--- config.mk ---
export PLATFORM = sky130hd
export DESIGN_NAME = dual_encoder_position_unwrap
export DESIGN_NICKNAME = d
export VERILOG_FILES = /design/src/design/deu_pkg.sv /design/src/design/dual_encoder_position_unwrap.sv
export SDC_FILE = /design/constraint.sdc
export NUM_CORES = 2
export LEC_CHECK = 0
export ABC_AREA = 0
export BUFFER_PORTS_ARGS = -buffer_cell sky130_fd_sc_hd__buf_2
export CORE_MARGIN = 4
export CORE_UTILIZATION = 55
export CTS_BUF_LIST = sky130_fd_sc_hd__clkbuf_8
export DETAILED_ROUTE_END_ITERATION = 10
export GPL_TIMING_DRIVEN = 1
export PLACE_DENSITY = 0.82
export SYNTH_ARGS = -nofsm -noshare
export SYNTH_HDL_FRONTEND = slang
export SYNTH_SLANG_ARGS = --single-unit
--- constraint.sdc ---
create_clock -name clk_i -period 13.04 [get_ports clk_i]
set_input_delay 0.652 -clock clk_i [delete_from_list [all_inputs] [get_ports clk_i]]
set_output_delay 0.652 -clock clk_i [all_outputs]
set_load 0.005 [all_outputs]
--- src/design/deu_pkg.sv ---
// Shared constants, register codes and field widths for the dual encoder unwrap block.
package deu_pkg;

  localparam int unsigned COUNTS_PER_TURN = 4096;
  localparam int unsigned POSITION_BITS   = 32;

  localparam int unsigned FRAME_W    = 24;
  localparam int unsigned COUNT_W    = 12;
  localparam int unsigned COUNT_LSB  = 11;
  localparam int unsigned THR_W      = 12;
  localparam int unsigned REV_W      = 2;
  localparam int unsigned GAIN_W     = 24;
  localparam int unsigned VEL_W      = 37;
  localparam int unsigned CFG_IDX_W  = 2;
  localparam int unsigned CFG_DATA_W = 24;
  localparam int unsigned NUM_CH     = 2;

  localparam logic [THR_W-1:0]  THR_RESET  = THR_W'(1000);
  localparam logic [REV_W-1:0]  REV_RESET  = REV_W'(1);
  localparam logic [GAIN_W-1:0] GAIN_RESET = GAIN_W'(65536);

  typedef enum logic [CFG_IDX_W-1:0] {
    REG_ROLLOVER_THRESHOLD = 2'd0,
    REG_REVERSE_MASK       = 2'd1,
    REG_VELOCITY_GAIN      = 2'd2
  } cfg_reg_e;

  // Channel slots inside the per-channel arrays.
  localparam int unsigned CH_LEFT  = 0;
  localparam int unsigned CH_RIGHT = 1;

  function automatic logic [COUNT_W-1:0] frame_count(input logic [FRAME_W-1:0] frame);
    return frame[COUNT_LSB +: COUNT_W];
  endfunction

endpackage

--- src/design/dual_encoder_position_unwrap.sv ---
// Top level of the dual encoder multiturn unwrap: input stage, update stage, result register.
// An item is registered in the input stage, then in the result register once that one is free.
// Throughput: one item per cycle unless the result side stalls; the update is combinational.
// While a result waits, one more item is still taken into the input register.
// Reset: asynchronous, active low; configuration returns to its defaults, positions and previous
// counts clear to zero, and the next item is handled as the first sample.
module dual_encoder_position_unwrap #(
  parameter int unsigned CountsPerTurn = deu_pkg::COUNTS_PER_TURN,
  parameter int unsigned PositionBits  = deu_pkg::POSITION_BITS
) (
  input  logic                                  clk_i,
  input  logic                                  rst_ni,

  input  logic                                  cfg_we_i,
  input  logic [deu_pkg::CFG_IDX_W-1:0]         cfg_index_i,
  input  logic [deu_pkg::CFG_DATA_W-1:0]        cfg_data_i,

  input  logic                                  in_valid_i,
  output logic                                  in_ready_o,
  input  logic [deu_pkg::FRAME_W-1:0]           left_frame_i,
  input  logic [deu_pkg::FRAME_W-1:0]           right_frame_i,

  output logic                                  out_valid_o,
  input  logic                                  out_ready_i,
  output logic [deu_pkg::COUNT_W-1:0]           left_count_o,
  output logic [deu_pkg::COUNT_W-1:0]           right_count_o,
  output logic signed [PositionBits-1:0]        left_position_o,
  output logic signed [PositionBits-1:0]        right_position_o,
  output logic signed [deu_pkg::VEL_W-1:0]      left_velocity_o,
  output logic signed [deu_pkg::VEL_W-1:0]      right_velocity_o
);

  localparam int unsigned CountW = deu_pkg::COUNT_W;
  localparam int unsigned NumCh  = deu_pkg::NUM_CH;
  localparam int unsigned DeltaW = $clog2(CountsPerTurn + 2 ** CountW) + 1;
  localparam int unsigned ProdW  = DeltaW + deu_pkg::GAIN_W + 1;
  localparam int unsigned SumW   = PositionBits + 1;
  localparam logic signed [DeltaW-1:0] Turn = DeltaW'(CountsPerTurn);
  localparam logic signed [PositionBits-1:0] PosMax = {1'b0, {(PositionBits-1){1'b1}}};
  localparam logic signed [PositionBits-1:0] PosMin = {1'b1, {(PositionBits-1){1'b0}}};

  // Configuration registers.
  logic [deu_pkg::THR_W-1:0]  thr_q;
  logic [deu_pkg::REV_W-1:0]  rev_q;
  logic [deu_pkg::GAIN_W-1:0] gain_q;

  // Input stage.
  logic              s1_valid_q;
  logic [CountW-1:0] s1_cnt_q [NumCh];
  logic              s1_adv;

  // Channel state.
  logic                           first_q;
  logic [CountW-1:0]              prev_q [NumCh];
  logic signed [PositionBits-1:0] acc_q  [NumCh];

  // Result register.
  logic                              out_valid_q;
  logic [CountW-1:0]                 out_cnt_q [NumCh];
  logic signed [PositionBits-1:0]    out_pos_q [NumCh];
  logic signed [deu_pkg::VEL_W-1:0]  out_vel_q [NumCh];

  logic signed [PositionBits-1:0]   pos_d [NumCh];
  logic signed [deu_pkg::VEL_W-1:0] vel_d [NumCh];

  // Signed count step, with a step above the threshold taken as a wrap past zero.
  function automatic logic signed [DeltaW-1:0] unwrap(
    input logic [CountW-1:0]          cur,
    input logic [CountW-1:0]          prev,
    input logic [deu_pkg::THR_W-1:0]  thr
  );
    logic signed [CountW:0]   diff;
    logic [CountW-1:0]        mag;
    logic signed [DeltaW-1:0] d;
    diff = $signed({1'b0, cur}) - $signed({1'b0, prev});
    mag  = diff[CountW] ? CountW'(-diff) : diff[CountW-1:0];
    d    = DeltaW'(diff);
    if (mag > CountW'(thr)) begin
      d = (cur > prev) ? d - Turn : d + Turn;
    end
    return d;
  endfunction

  assign s1_adv     = s1_valid_q && (!out_valid_q || out_ready_i);
  assign in_ready_o = !s1_valid_q || s1_adv;

  always_ff @(posedge clk_i or negedge rst_ni) begin
    if (!rst_ni) begin
      thr_q  <= deu_pkg::THR_RESET;
      rev_q  <= deu_pkg::REV_RESET;
      gain_q <= deu_pkg::GAIN_RESET;
    end else if (cfg_we_i) begin
      case (cfg_index_i)
        deu_pkg::REG_ROLLOVER_THRESHOLD: thr_q  <= cfg_data_i[deu_pkg::THR_W-1:0];
        deu_pkg::REG_REVERSE_MASK:       rev_q  <= cfg_data_i[deu_pkg::REV_W-1:0];
        deu_pkg::REG_VELOCITY_GAIN:      gain_q <= cfg_data_i[deu_pkg::GAIN_W-1:0];
        default: ;
      endcase
    end
  end

  always_ff @(posedge clk_i or negedge rst_ni) begin
    if (!rst_ni) begin
      s1_valid_q <= 1'b0;
    end else if (in_ready_o) begin
      s1_valid_q <= in_valid_i;
    end
  end

  always_ff @(posedge clk_i) begin
    if (in_valid_i && in_ready_o) begin
      s1_cnt_q[deu_pkg::CH_LEFT]  <= deu_pkg::frame_count(left_frame_i);
      s1_cnt_q[deu_pkg::CH_RIGHT] <= deu_pkg::frame_count(right_frame_i);
    end
  end

  for (genvar ch = 0; ch < NumCh; ch++) begin : g_ch
    logic signed [DeltaW-1:0] delta;
    logic signed [DeltaW-1:0] dsel;
    logic signed [SumW-1:0]   sum;
    logic signed [ProdW-1:0]  prod;

    always_comb begin
      delta = unwrap(s1_cnt_q[ch], prev_q[ch], thr_q);
      dsel  = rev_q[ch] ? -delta : delta;
      sum   = SumW'(acc_q[ch]) + SumW'(dsel);
      prod  = ProdW'(dsel) * $signed({1'b0, gain_q});
      if (first_q) begin
        pos_d[ch] = PositionBits'(s1_cnt_q[ch]);
        vel_d[ch] = '0;
      end else begin
        // Top two bits of the widened sum disagree only on overflow.
        if (sum[SumW-1] != sum[SumW-2]) begin
          pos_d[ch] = sum[SumW-1] ? PosMin : PosMax;
        end else begin
          pos_d[ch] = sum[PositionBits-1:0];
        end
        vel_d[ch] = prod[deu_pkg::VEL_W-1:0];
      end
    end

    always_ff @(posedge clk_i or negedge rst_ni) begin
      if (!rst_ni) begin
        prev_q[ch] <= '0;
        acc_q[ch]  <= '0;
      end else if (s1_adv) begin
        prev_q[ch] <= s1_cnt_q[ch];
        acc_q[ch]  <= pos_d[ch];
      end
    end

    always_ff @(posedge clk_i) begin
      if (s1_adv) begin
        out_cnt_q[ch] <= s1_cnt_q[ch];
        out_pos_q[ch] <= pos_d[ch];
        out_vel_q[ch] <= vel_d[ch];
      end
    end
  end

  always_ff @(posedge clk_i or negedge rst_ni) begin
    if (!rst_ni) begin
      first_q     <= 1'b1;
      out_valid_q <= 1'b0;
    end else begin
      if (s1_adv) begin
        first_q <= 1'b0;
      end
      if (s1_adv) begin
        out_valid_q <= 1'b1;
      end else if (out_ready_i) begin
        out_valid_q <= 1'b0;
      end
    end
  end

  assign out_valid_o      = out_valid_q;
  assign left_count_o     = out_cnt_q[deu_pkg::CH_LEFT];
  assign right_count_o    = out_cnt_q[deu_pkg::CH_RIGHT];
  assign left_position_o  = out_pos_q[deu_pkg::CH_LEFT];
  assign right_position_o = out_pos_q[deu_pkg::CH_RIGHT];
  assign left_velocity_o  = out_vel_q[deu_pkg::CH_LEFT];
  assign right_velocity_o = out_vel_q[deu_pkg::CH_RIGHT];

endmodule

After elaboration in Yosys (flattened, before gate mapping)
Memories as Yosys holds them, arrays and structs flattened.
Index checks and enable logic that the tools add are counted.
{"block": "totals", "reg_bits": 129, "ram_bits": 186, "in_bits": 79, "out_inout_bits": 164, "wordCells": 69, "n_memories": 4}
{"name": "out_vel_q", "depth": 2, "width": 37, "rd": 2, "rd_clocked_by_memory_dff": 0, "wr": 2, "line": "dual_encoder_position_unwrap.sv:61", "rtl": "logic signed [deu_pkg::VEL_W-1:0] out_vel_q [NumCh];"}
{"name": "out_pos_q", "depth": 2, "width": 32, "rd": 2, "rd_clocked_by_memory_dff": 0, "wr": 2, "line": "dual_encoder_position_unwrap.sv:60", "rtl": "logic signed [PositionBits-1:0] out_pos_q [NumCh];"}
{"name": "out_cnt_q", "depth": 2, "width": 12, "rd": 2, "rd_clocked_by_memory_dff": 0, "wr": 2, "line": "dual_encoder_position_unwrap.sv:59", "rtl": "logic [CountW-1:0] out_cnt_q [NumCh];"}
{"name": "s1_cnt_q", "depth": 2, "width": 12, "rd": 2, "rd_clocked_by_memory_dff": 0, "wr": 2, "line": "dual_encoder_position_unwrap.sv:49", "rtl": "logic [CountW-1:0] s1_cnt_q [NumCh];"}
{"block": "classes", "add_sub_neg": 12, "mul": 2, "order_cmp": 4, "n_eq_ne": 4, "mux": 22, "n_reduce_logical": 11}
{"op": "32-bit 2-to-1 mux", "n": 6}
{"op": "14-bit 2-to-1 mux", "n": 6}
{"op": "14-bit by 25-bit multiplier with 37-bit output", "n": 2}
{"op": "37-bit 2-to-1 mux", "n": 2}
{"op": "32-bit by 14-bit adder with 33-bit output", "n": 2}
{"op": "12-bit > comparator", "n": 4}
{"op": "13-bit by 14-bit adder with 14-bit output, second input constant", "n": 2}
{"op": "14-bit negation", "n": 2}
{"op": "13-bit by 14-bit subtractor with 14-bit output, second input constant", "n": 2}
{"op": "12-bit by 12-bit subtractor with 13-bit output", "n": 2}
{"op": "12-bit 2-to-1 mux", "n": 2}
{"op": "12-bit negation", "n": 2}
{"op": "1-bit 2-to-1 mux", "n": 6}
{"op": "2-bit AND reduction", "n": 3}
{"op": "2-bit by 1-bit equality test with 1-bit output, second input constant", "n": 1}
{"op": "2-bit equality test, second input constant", "n": 1}
{"op": "1-bit logical AND", "n": 2}
{"op": "1-bit zero test", "n": 2}
{"op": "2-bit zero test", "n": 1}
{"op": "1-bit logical OR", "n": 2}
{"op": "1-bit != test", "n": 2}
{"op": "2-bit nonzero test", "n": 1}

Logic depth before layout (Yosys ltp)
{"block": "depth", "word_depth": 11, "mapped_depth": 45, "depth_no_buf": 43}

Worst setup path before layout
Ideal clock, no wire load.
{"block": "synth_path", "path_type": "reg-to-reg", "start": "register prev_q[0] in the netlist's numbering, read port of s1_cnt_q", "end": "memory out_vel_q[0][65] in the netlist's numbering, data pin", "setup_time_ps": 135, "t_arrival_ps": 10268, "required_time_ps": 12905, "setup_slack_ps": 2637, "stages_incl_launch_ff": 40, "n_path_buf": 1, "path_cell_list": "dfrtp_1 > ha_1 > fa_1 > nand2b_1 > a21oi_1 > nor4_1 > a311oi_1 > or3b_4 > or4b_4 > nand2_1 > xnor2_1 > ha_1 > nand4_1 > inv_1 > a221oi_1 > a21oi_1 > xnor2_1 > o311ai_4 > [... 4 more ...] > fa_1 > inv_1 > fa_1 > inv_1 > fa_1 > fa_1 > fa_1 > inv_1 > ha_1 > a21o_1 > a21o_1 > a21o_1 > o311a_1 > o31a_1 > o21a_1 > o21a_1 > or4_1 > nand3_1"}
{"item": "start: declaration", "line": "dual_encoder_position_unwrap.sv:54", "rtl": "logic [CountW-1:0] prev_q [NumCh];"}
{"item": "end: declaration", "line": "dual_encoder_position_unwrap.sv:61"}

==> impl_metrics.json <==
{
  "die-area_sq_mm": 0.0758,
  "grt_pass1_wl_mm": 164,
  "hpwl_mm": 76.1,
  "netlist_area_sq_mm": 0.0393,
  "cts_tree": "yes",
  "crit_arrival_ns": 12.14,
  "synth_area_per_cell_sq_um": 9.45,
  "ant_nets": 0,
  "synth-seq-area-share_pct": 22.5,
  "fill_cells": 5827,
  "finalSetupTns_ns": 0,
  "grt_pass1_vias": 31700,
  "r2r_slack_ns": 1.32,
  "hold_class": "input port to async pin",
  "end_kind": "flip-flop",
  "postCtsSetupRepairBufs": 0,
  "cts_buffer_depth": 3,
  "clock-root-buffer": "clkbuf_8",
  "syn-num-nets": 5114,
  "drc_errors": 0,
  "gr-usage-all-layers_pct": 27.3,
  "portBuffers": 218,
  "regArea_sq_mm": 0.00883,
  "synth_top_family_by_area": "adder cells",
  "htree_levels": 2,
  "clk_latency_ns": 0.70,
  "crit_buf_inv": 6,
  "syn_inst": 4159,
  "die_w_microns": 275,
  "nets": 5265,
  "synthAdderAreaFrac_pct": 38.0,
  "grt_max_degree": 116,
  "async_reset_ff_share_pct": 41.0,
  "fmax_mhz": 85.3,
  "core_sq_mm": 0.0704,
  "drtIter0Drc": 1974,
  "worstSetupPathType": "flip-flop to flip-flop",
  "synth.yosys.warnings": 0,
  "synth.distinct_cells": 86,
  "antenna_found_initial": 1,
  "fin_crit_sh_pct": 89.9,
  "gp_congestion": 0.894,
  "overflow": 0,
  "reg2reg_depth": 42,
  "max_cap_viol_count": 0,
  "cts.sinks": 315,
  "synth_compound_area_share_pct": 9.66,
  "reg2reg_from": "s1_cnt_q[0][0]$_DFFE_PP_",
  "initial_core_util_pct": 55.8,
  "post_drt_wl_per_cell_microns": 19.1,
  "synthFlopType": "edfxtp_1",
  "path_clk_slew_ns": 0.06,
  "synth-simple-area-share_pct": 15.6,
  "ys_ff_latch": 315,
  "cp_top_family": "compound AO/OA/AOI/OAI gates",
  "cts_made_buffers": 53,
  "slew_headroom_pct": 17.8,
  "vias_per_cell": 5.72,
  "regToRegEndpoint": "out_vel_q[0][36]$_SDFFCE_PP0P_",
  "cpPeakStageDelay_ns": 0.82,
  "critPathRequiredTime_ns": 13.46,
  "status": "completed",
  "die_h_microns": 275,
  "synthToLayoutAreaGrowth_pct": 8.34,
  "synth_xor_area_share_pct": 3.84,
  "setup.worst_path.start_class": "flip-flop",
  "tightest_slew_ns": 1.23,
  "hold_violations": 0,
  "skew_ns": 0.0603,
  "std_cell_rows": 97,
  "drive_gt1_share_pct": 11.4,
  "finalSetupViolCount": 0,
  "post_cts_resized": 0,
  "multi_input_area_sq_mm": 0.0273,
  "pin_count": 243,
  "synth_edf_count": 186,
  "crit_top_cell": "fa_1",
  "critPathSlowestCell": "o311ai_1",
  "path_max_fanout": 19,
  "slew_violations": 0,
  "rsz0062_at_grt": "false",
  "postCtsHoldBufs": 0,
  "period_needed_ns": 11.72,
  "totalWireLength_mm": 101,
  "first_pass_iters": 6,
  "via_count": 30300,
  "synth_mux_area_share_pct": 2.03
}
[synthesized netlist by cell type, drive strengths merged, types with 5 or more instances]
| master | instances | share of area, % |
|---|---|---|
| inv | 691 | 6.6 |
| nor3 | 32 | 0.41 |
| o311ai | 6 | 0.18 |
| clkbuf | 164 | 1.6 |
| nand3 | 26 | 0.33 |
| o31ai | 11 | 0.22 |
| nand3b | 5 | 0.096 |
| o211ai | 13 | 0.25 |
| xor2 | 65 | 1.4 |
| edfxtp | 186 | 14 |
| o21a | 31 | 0.59 |
| nor2 | 211 | 2.0 |
| o221ai | 7 | 0.16 |
| xnor2 | 104 | 2.3 |
| and2 | 211 | 3.4 |
| a31oi | 21 | 0.33 |
| dfrtp | 120 | 7.6 |
| a2111oi | 5 | 0.11 |
| or3 | 13 | 0.21 |
| nor3b | 8 | 0.15 |
| nand2 | 490 | 4.7 |
| nor4 | 9 | 0.14 |
| o2111ai | 6 | 0.13 |
| or4 | 5 | 0.096 |
| ha | 348 | 11 |
| or2 | 31 | 0.49 |
| o22ai | 6 | 0.096 |
| fa | 528 | 27 |
| nand4 | 24 | 0.38 |
| and2b | 8 | 0.15 |
| a211oi | 25 | 0.49 |
| mux2 | 68 | 1.9 |
| o21ai | 161 | 2.1 |
| buf | 21 | 0.24 |
| and3 | 17 | 0.27 |
| a21o | 78 | 1.5 |
| a211o | 9 | 0.20 |
| a21oi | 148 | 1.9 |
| nor2b | 126 | 2.0 |
| o21bai | 14 | 0.27 |
| dfstp | 9 | 0.60 |
| nand2b | 32 | 0.51 |
[sequential cells by signal, summed over array words and instances, names as in the netlist]
register,cells
out_vel_q,74
acc_q,64
out_pos_q,64
gain_q,24
out_cnt_q,24
prev_q,24
s1_cnt_q,24
thr_q,12
rev_q,2
first_q,1
out_valid_o,1
s1_valid_q,1
[final cells by class]
| type | count | share of cell area, % |
|---|---|---|
| repair buffers | 281 | 3.69 |
| well taps | 940 | 2.76 |
| diodes | 1 | 0.00588 |
| clock buffers | 59 | 1.91 |
| flip-flops and latches | 315 | 20.7 |
| clock inverters | 41 | 0.694 |
| multi-input cells | 2968 | 64.1 |
| inverters | 691 | 6.11 |
[cells by family after synthesis]
| kind of cell | after synthesis |
|---|---|
| xor+xnor | 170 |
| compound gates | 592 |
| flops | 315 |
| buf+inv | 876 |
| mux | 71 |
| simple gates | 1259 |
| fa+ha+maj | 876 |
[how the worst max path moves through the flow]
stage,startpoint,endpoint,cells after the start
floorplan,prev_q[0]$_DFFE_PN0P_,out_vel_q[0][65]$_SDFFCE_PP0P_,39
global placement,s1_cnt_q[0][0]$_DFFE_PP_,out_vel_q[0][36]$_SDFFCE_PP0P_,43
detailed placement,s1_cnt_q[0][0]$_DFFE_PP_,out_vel_q[0][36]$_SDFFCE_PP0P_,43
CTS,s1_cnt_q[0][0]$_DFFE_PP_,out_vel_q[0][36]$_SDFFCE_PP0P_,43
global route,s1_cnt_q[0][0]$_DFFE_PP_,out_vel_q[0][36]$_SDFFCE_PP0P_,42
finish,s1_cnt_q[0][0]$_DFFE_PP_,out_vel_q[0][36]$_SDFFCE_PP0P_,42
[layer usage]
layer / global-route usage (%) / vias to the layer above / part of all wire [%]
met1: 33.1 / 15200 / 38
met2: 47.7 / 1095 / 50
met5: 0 / - / 0
li1: - / 13600 / -
met4: 13.4 / 0 / 5.7
met3: 4.11 / 292 / 6.8
[through the flow]
stage	utilization, %	instance area [sq um]	instances	worst slack (ns)	hold slack [ns]
2_1_floorplan	-	39300	4159	2.64	0.356
3_3_place_gp	58.9	41400	5195	1.77	0.429
3_5_place_dp	58.9	41400	5195	1.45	0.446
4_1_cts	60.5	42600	5295	1.47	0.00181
5_1_grt	60.5	42600	5296	0.723	0.0618
6_report	60.5	42600	5296	1.32	0.0317
[layout by cell type, fill, tap and decap left out, types with 68 or more instances in the layout]
cell	instances
inv_1	710
fa_1	528
nand2_1	490
ha_1	348
buf_2	217
and2_1	211
nor2_1	209
edfxtp_1	186
o21ai_0	158
a21oi_1	148
nor2b_1	126
dfrtp_1	120
xnor2_1	90
a21o_1	78
mux2_2	68
Power is left out: the tool's default activity adds up to more than one toggle a clock period on the data nets, which glitch-free logic cannot reach.
